$ cat src/rtl/adll_pkg.sv
// Shared definitions for the array doubly linked list unit.
// Holds command and status codes, field widths and the shared adder opcodes.
// Depends on nothing; adll_alu and the top level import it.
`default_nettype none

package adll_pkg;

  // Field widths of the input and result transactions.
  localparam int CMD_W  = 3;
  localparam int POS_W  = 11;
  localparam int VAL_W  = 32;
  localparam int STAT_W = 2;

  // Default node pool size.
  localparam int CAPACITY_DEF = 1024;

  // Sentinel entries of the pools.
  localparam int HEAD_NODE = 0;
  localparam int TAIL_NODE = 1;

  // Command codes.
  localparam logic [CMD_W-1:0] CMD_PUSH_L = 3'd0;
  localparam logic [CMD_W-1:0] CMD_PUSH_R = 3'd1;
  localparam logic [CMD_W-1:0] CMD_DELETE = 3'd2;
  localparam logic [CMD_W-1:0] CMD_INS_L  = 3'd3;
  localparam logic [CMD_W-1:0] CMD_INS_R  = 3'd4;
  localparam logic [CMD_W-1:0] CMD_WALK   = 3'd5;

  // Status codes.
  localparam logic [STAT_W-1:0] ST_OK     = 2'd0;
  localparam logic [STAT_W-1:0] ST_FULL   = 2'd1;
  localparam logic [STAT_W-1:0] ST_BADPOS = 2'd2;

  // Operations of the shared adder.
  typedef enum logic {
    ALU_INC,
    ALU_GT
  } alu_op_t;

endpackage

`default_nettype wire

$ cat src/rtl/adll_alu.sv
// Shared adder of the sequencer: increments or compares two operands.
// Depends on adll_pkg for the operation codes.
`default_nettype none

module adll_alu import adll_pkg::*; #(
  parameter int W = 12
) (
  input  wire alu_op_t        op,
  input  wire logic [W-1:0]   a,
  input  wire logic [W-1:0]   b,
  output logic      [W-1:0]   res,
  output logic                gt
);

  logic [W-1:0] b_op;
  logic [W:0]   full;

  // One adder computes a - b; an increment is a minus all ones.
  always_comb begin
    b_op = (op == ALU_INC) ? {W{1'b1}} : b;
    full = {1'b0, a} + {1'b0, ~b_op} + {{W{1'b0}}, 1'b1};
    res  = full[W-1:0];
    // Carry out means a >= b; a nonzero difference makes it strict.
    gt   = (op == ALU_GT) && full[W] && (full[W-1:0] != '0);
  end

endmodule

`default_nettype wire

$ cat config.mk
export PLATFORM = sky130hd
export DESIGN_NAME = adll_alu
export DESIGN_NICKNAME = d
export VERILOG_FILES = /design/src/rtl/adll_pkg.sv /design/src/rtl/adll_alu.sv
export SDC_FILE = /design/constraint.sdc
export NUM_CORES = 1
export LEC_CHECK = 0
export BUFFER_PORTS_ARGS = -buffer_cell sky130_fd_sc_hd__buf_2
export CELL_PAD_IN_SITES_DETAIL_PLACEMENT = 1
export CELL_PAD_IN_SITES_GLOBAL_PLACEMENT = 2
export CORE_ASPECT_RATIO = 0.5
export CORE_UTILIZATION = 25
export DETAILED_ROUTE_END_ITERATION = 7
export PLACE_DENSITY = 0.92
export SYNTH_ARGS = -nofsm -noshare
export SYNTH_HDL_FRONTEND = slang
export SYNTH_SLANG_ARGS = --single-unit
$ cat constraint.sdc
create_clock -name vclk -period 3.9
set_clock_uncertainty 0.2 [all_clocks]
set_input_delay 0.39 -clock vclk [all_inputs]
set_output_delay 0.39 -clock vclk [all_outputs]
set_load 0.05 [all_outputs]
==> out/results.md, run 1 <==
* **Placeable Area** 2640 sq um
* **total of endpoints with negative setup slack in the final report** 0
* **total number of vias** 790
* **static leakage power** 0.488 nW
* **power share of the clock group** 0%
* **Relative slew margins** 72.0%
* **first-iteration detailed-routing DRC count** 6
* **Finished Cell Area** 975 sq um
* **layout cells sized above 1** 36.6%
* **Psw** 160 uW
* **gate count of the mapped netlist** 91
* **family with the most delay on the worst path** compound AO/OA/AOI/OAI gates
* **wire length per cell** 12.1 microns
* **boundary pin count** 38
* **part of the total power dissipated in sequential elements** 0%
* **Final Cycle Share** 96.7%
* **Combinational Power Share** 100.0%
* **Synth top cells by count** sky130_fd_sc_hd__ha_1 (12), sky130_fd_sc_hd__nor2b_1 (11), sky130_fd_sc_hd__inv_1 (8)
* **fill cell instance count of the final layout** 363
* **area overhead of the layout relative to synthesis** 38.1%
* **number of remaining DRC errors** 0
* **most common cell in the synthesized netlist** sky130_fd_sc_hd__ha_1
* **total of hold buffers inserted after clock tree synthesis** 0
* **Vias per Instance** 4.70
* **result of the run** finished clean
* **wire length after detailed routing** 2040 microns
* **mean instance size in the synthesized netlist** 7.75 sq um
* **total of warnings raised by yosys** 0
* **data arrival at the endpoint of the critical path** 3180 ps
* **Post-Route Setup TNS** 0 ps
* **MaxCap Viol Count** 0
* **cell total after placement** 166
* **start-to-end type of the worst setup path** primary input to output pin
* **initial antenna violation count** 0
* **vertical die dimension** 39.6 microns
* **WP data required** 3310 ps
* **number of diodes added for antenna fixing** 0
* **Final GP Congestion** 0.786
* **Pwr Density** 244 nW/um^2
* **worst setup path startpoint** b[0]
* **proportion of total power due to net switching** 67.5%
* **Final Max Tran Viols** 0
* **sequential cell area** 0 sq um
* **placed instance area** 960 sq um
* **type of element capturing the critical path** output pin
* **number of different library cells in the post-synthesis netlist** 31
* **first drt pass iteration count** 3
* **cell types occupying the most area after synthesis** sky130_fd_sc_hd__ha_1 (21%), sky130_fd_sc_hd__nor2b_1 (9.8%), sky130_fd_sc_hd__xnor2_1 (8.7%), sky130_fd_sc_hd__o21a_1 (7.4%), sky130_fd_sc_hd__inv_1 (4.3%)
* **# rows** 13
* **Peak Freq** 265 MHz
* **clock tree buffer count of the final layout** 0
* **clock period minus final worst setup slack** 3770 ps
* **first-pass GRT wire length** 3280 microns
* **worst-margin pin slew** 419 ps
* **startpoint class of the critical path** primary input
* **count of placed standard cells in the final layout, fillers left out** 168
* **net count after synthesis** 129
* **Post-Synthesis Cell Area** 706 sq um
* **CP Cell Sequence** buf_2 > nand2b_1 > ha_1 > fa_1 > nor2b_1 > o2111ai_2 > a32oi_2 > and3_1 > nor2_1 > xnor2_2 > a2111oi_1 > a31oi_2 > buf_2
* **internal power contribution** 77.3 uW
* **path class of the lowest-slack min-delay path** primary input to output pin
* **overflow left after global routing** 0
* **Min Hold Slack** 1080 ps
* **global router's overall resource usage** 13.5%
* **input/output buffers** 38
* **slowest stage cell, crit path** sky130_fd_sc_hd__a2111oi_1
* **sequential cell count** 0
* **part of the Yosys area used for sequential elements** 0%
* **delay of the slowest critical-path stage** 440 ps
* **residual antenna-violating net count after detailed routing** 0
* **number of hold violations in the final report** 0
* **library cell appearing most often on the critical path** sky130_fd_sc_hd__buf_2
* **Buf/Inv on CP** 2
* **Worst VDD drop** 0.0723 mV
* **horizontal die dimension** 77.1 microns
* **area share of the largest cell type after synthesis** 21.3%
* **biggest area consumer among synthesized cells** sky130_fd_sc_hd__ha_1
* **Nets** 171
* **maximum number of pins on one net before global-route repair** 9
* **source of the worst hold timing path** a[0]
* **initial standard-cell utilization of the core** 26.8%
* **maximum fanout along the worst path** 4
* **Die Area** 3050 sq um
* **HPWL reported at the end of detailed placement** 1790 microns
* **vias in the first global route** 713
## timing repair
item                       CTS  global route
setup endpoints to repair    0             1
resized for setup            0             0
setup buffers                0             2
## layout make-up
| type | instances | area (sq um) | share of cell area (%) |
|---|---|---|---|
| inverter | 8 | 30.0 | 3.08 |
| multi-input combinational | 82 | 686 | 70.3 |
| tap | 37 | 46.3 | 4.75 |
| timing repair buffer | 41 | 213 | 21.8 |
## kinds of logic after synthesis
logic type,after synthesis,synth area share (%)
buf+inv,9,4.79
compound gates,26,31.9
xor+xnor,9,11.2
simple gates,34,28.0
fa+ha+maj,13,24.1
## layout by cell type (no fill, tap or decap), types with 2 or more instances in the layout
| cell type | netlist | routed |
|---|---|---|
| sky130_fd_sc_hd__nand2b_1 | 3 | 3 |
| sky130_fd_sc_hd__nor3_1 | 4 | 4 |
| sky130_fd_sc_hd__inv_1 | 8 | 8 |
| sky130_fd_sc_hd__a21oi_1 | 4 | 4 |
| sky130_fd_sc_hd__xnor2_1 | 7 | 6 |
| sky130_fd_sc_hd__xor2_1 | 2 | 2 |
| sky130_fd_sc_hd__nor2_1 | 5 | 5 |
| sky130_fd_sc_hd__o21ai_0 | 3 | 3 |
| sky130_fd_sc_hd__nand2_1 | 3 | 3 |
| sky130_fd_sc_hd__buf_2 | 0 | 38 |
| sky130_fd_sc_hd__nor2b_1 | 11 | 11 |
| sky130_fd_sc_hd__buf_4 | 0 | 3 |
| sky130_fd_sc_hd__a2111o_1 | 2 | 2 |
| sky130_fd_sc_hd__or3_1 | 2 | 2 |
| sky130_fd_sc_hd__ha_1 | 12 | 12 |
| sky130_fd_sc_hd__o21a_1 | 7 | 7 |
## worst paths after layout
kind	endpoint	slack, ps	cells after the start
worst min-delay path	res[0]	1080	5
worst max-delay path	gt	130	13
## metrics by stage
stage	utilization (%)	setup WS (ps)	total power, mW
after floorplan	-	22.4	0.181
after global placement	36.4	206	0.233
after detailed placement	36.4	133	0.235
after CTS	36.4	140	0.236
after global routing	37.0	-22.3	0.255
final	37.0	129	0.238
## metal layers
layer | part of all wire [%] | track usage [%] | vias up
met2 | 49 | 26.8 | 6
li1 | - | - | 418
met1 | 50 | 18.0 | 366
met3 | 1.1 | 0 | 0
met4 | 0 | 0 | 0
met5 | 0 | 0 | -
## power groups by stage
stage,logic [mW],clock network [mW],registers [mW]
floorplan,0.181,0,0
global placement,0.233,0,0
detailed placement,0.235,0,0
CTS,0.236,0,0
global route,0.255,0,0
finish,0.238,0,0
No activity file was read; power rests on OpenSTA's default activity.
==> run 2, diff against run 1 <==
CORE_MARGIN = 2   (was not set)
CORE_UTILIZATION = 22   (was 25)
PLACE_DENSITY = 0.86   (was 0.92)
clock period = 3.24 ns   (was 3.9 ns; I/O delays follow)
==> out/results.md, run 2 (synthesis gave the netlist of run 1 again) <==
* **leading cell types in the layout, fill and taps excluded** sky130_fd_sc_hd__buf_2 (33), sky130_fd_sc_hd__buf_4 (20), sky130_fd_sc_hd__nor2b_1 (9), sky130_fd_sc_hd__ha_1 (9)
* **Final Cycle Share** 102%
* **Placeable Area** 3030 sq um, +15%
* **clock period minus final worst setup slack** 3300 ps
* **Hold Path Cell Cnt** 5, unchanged
* **destination of the worst hold path** res[0]
* **WP data required** 2720 ps, -590 ps
* **RSZ-0062 raised after global routing** true
* **Worst VDD drop** 0.113 mV, +57%
* **worst-margin pin slew** 351 ps, -68.3 ps
* **library cell appearing most often on the critical path** sky130_fd_sc_hd__buf_6
* **Final Max Tran Viols** 0, unchanged
* **Buf/Inv on CP** 3, +1
* **proportion of total power due to net switching** 61.6%, -5.9 points
* **power share of the clock group** 0%, unchanged
* **overflow left after global routing** 0, unchanged
* **static leakage power** 0.621 nW, +27%
* **first-iteration detailed-routing DRC count** 24, +18
* **wire length per cell** 14.4 microns, +19%
* **post-route total power** 376 uW, +58%
* **initial standard-cell utilization of the core** 23.3%, -3.5 points
* **# rows** 14, +1
* **startpoint class of the critical path** primary input
* **wire length after detailed routing** 2710 microns, +33%
* **vertical die dimension** 44.1 microns, +11%
* **maximum fanout along the worst path** 3, -1
* **number of hold violations in the final report** 0, unchanged
* **Layout Utilization** 44.5%, +7.5 points
* **source of the worst hold timing path** a[0]
* **Min Hold Slack** 1000 ps, -76.7 ps
* **number of diodes added for antenna fixing** 0, unchanged
* **Peak Freq** 303 MHz
* **first-pass GRT wire length** 4190 microns, +28%
* **input/output buffers** 38, unchanged
* **number of buffers inserted to repair setup after CTS** 0, unchanged
* **Combinational Power Share** 100.0%, about the same
* **Pwr Density** 279 nW/um^2, +14%
* **MaxCap Viol Count** 0, unchanged
* **Psw** 232 uW, +44%
* **most common cell after layout, fill and taps aside** sky130_fd_sc_hd__buf_2
* **global router's overall resource usage** 13.4%, -0.12 points
* **Die Area** 3700 sq um, +21%
* **number of remaining DRC errors** 0, unchanged
* **HPWL reported at the end of detailed placement** 2090 microns, +17%
* **failing checks** setup timing
* **path class of the lowest-slack min-delay path** primary input to output pin
* **boundary pin count** 38, unchanged
* **vias in the first global route** 944, +32%
* **Vias per Instance** 4.70, -0.12%
* **type of element capturing the critical path** output pin
* **data arrival at the endpoint of the critical path** 2770 ps, -410 ps
* **post-route setup slack** -55.3 ps, -184 ps
* **horizontal die dimension** 84.1 microns, +9.0%
* **Final GP Congestion** 0.815, +3.7%
* **Relative slew margins** 76.4%, +4.4 points
* **part of the total power dissipated in sequential elements** 0%, unchanged
* **start-to-end type of the worst setup path** primary input to output pin
* **initial antenna violation count** 0, unchanged
* **sequential cell area** 0 sq um, unchanged
* **clock tree buffer count of the final layout** 0, unchanged
* **maximum number of pins on one net before global-route repair** 8, -1
* **total of endpoints with negative setup slack in the final report** 1, +1
* **internal power contribution** 144 uW, +87%
* **area of combinational cells with multiple inputs** 896 sq um, +31%
* **fill cell instance count of the final layout** 375, +3.3%
* **family with the most delay on the worst path** compound AO/OA/AOI/OAI gates
* **first drt pass iteration count** 4, +1
* **sequential cell count** 0, unchanged
* **residual antenna-violating net count after detailed routing** 0, unchanged
* **total of hold buffers inserted after clock tree synthesis** 0, unchanged
* **area overhead of the layout relative to synthesis** 91.0%
* **CP Cell Sequence** buf_6 > nand2b_4 > inv_2 > ha_4 > nor2b_4 > o31a_1 > o41a_1 > a2111o_1 > a21oi_2 > a2111oi_4 > a31oi_4 > buf_6
* **delay of the slowest critical-path stage** 420 ps, -20 ps
* **total number of vias** 883, +12%
* **layout cells sized above 1** 60.8%, +24 points
* **result of the run** finished with violations
* **slowest stage cell, crit path** sky130_fd_sc_hd__o41a_1
* **Nets** 188, +9.9%
run 2: cell types whose count changed in the layout (fill, tap and decap cells not counted), sizes merged:
cell	previous run	this run
buf	41	58
run 2: how the worst max path moves through the flow:
stage               from  endpoint  slack [ps]  cells after the start
floorplan           b[0]        gt           6                     11
global placement      op        gt        -140                     12
finish              b[1]        gt         -60                     12
global route        b[1]        gt        -140                     12
CTS                   op        gt         -50                     12
detailed placement    op        gt        -220                     12
run 2: power groups by stage:
| stage | clock network, mW | logic [mW] | registers [mW] |
|---|---|---|---|
| global placement | 0 | 0.334 | 0 |
| global route | 0 | 0.398 | 0 |
| detailed placement | 0 | 0.340 | 0 |
| floorplan | 0 | 0.242 | 0 |
| finish | 0 | 0.376 | 0 |
| CTS | 0 | 0.347 | 0 |
run 2: through the flow:
step                setup WS, ps  cells  instance area, sq um  TNS [ps]
global route                -136    188                  1350      -174
finish                     -55.3    188                  1350     -55.3
floorplan                   5.83     91                   802         0
global placement            -143    188                  1190      -143
CTS                        -51.3    188                  1220     -51.3
detailed placement          -224    188                  1190      -261
run 2: final cells by class:
| type | count | share of cell area, % |
|---|---|---|
| multi-input cells | 82 | 66.5 |
| repair buffers | 58 | 27.6 |
| well taps | 40 | 3.71 |
| inverters | 8 | 2.23 |
run 2: what timing repair did:
| item | in CTS | in global routing |
|---|---|---|
| resized for setup | 6 | 23 |
| setup endpoints to repair | 2 | 2 |
| pin swaps | 2 | 15 |
run 2: layer usage:
layer  global-route usage (%)  part of all wire, %
met1                     17.1                   43
met2                     27.6                   55
met3                    0.373                  2.4
met4                        0                    0
met5                        0                    0
run 2: tightest hold or removal path: stages:
cell and delay (ps):
sky130_fd_sc_hd__buf_2 90, sky130_fd_sc_hd__inv_1 80, sky130_fd_sc_hd__ha_4 120, sky130_fd_sc_hd__inv_1 50
sky130_fd_sc_hd__buf_2 210
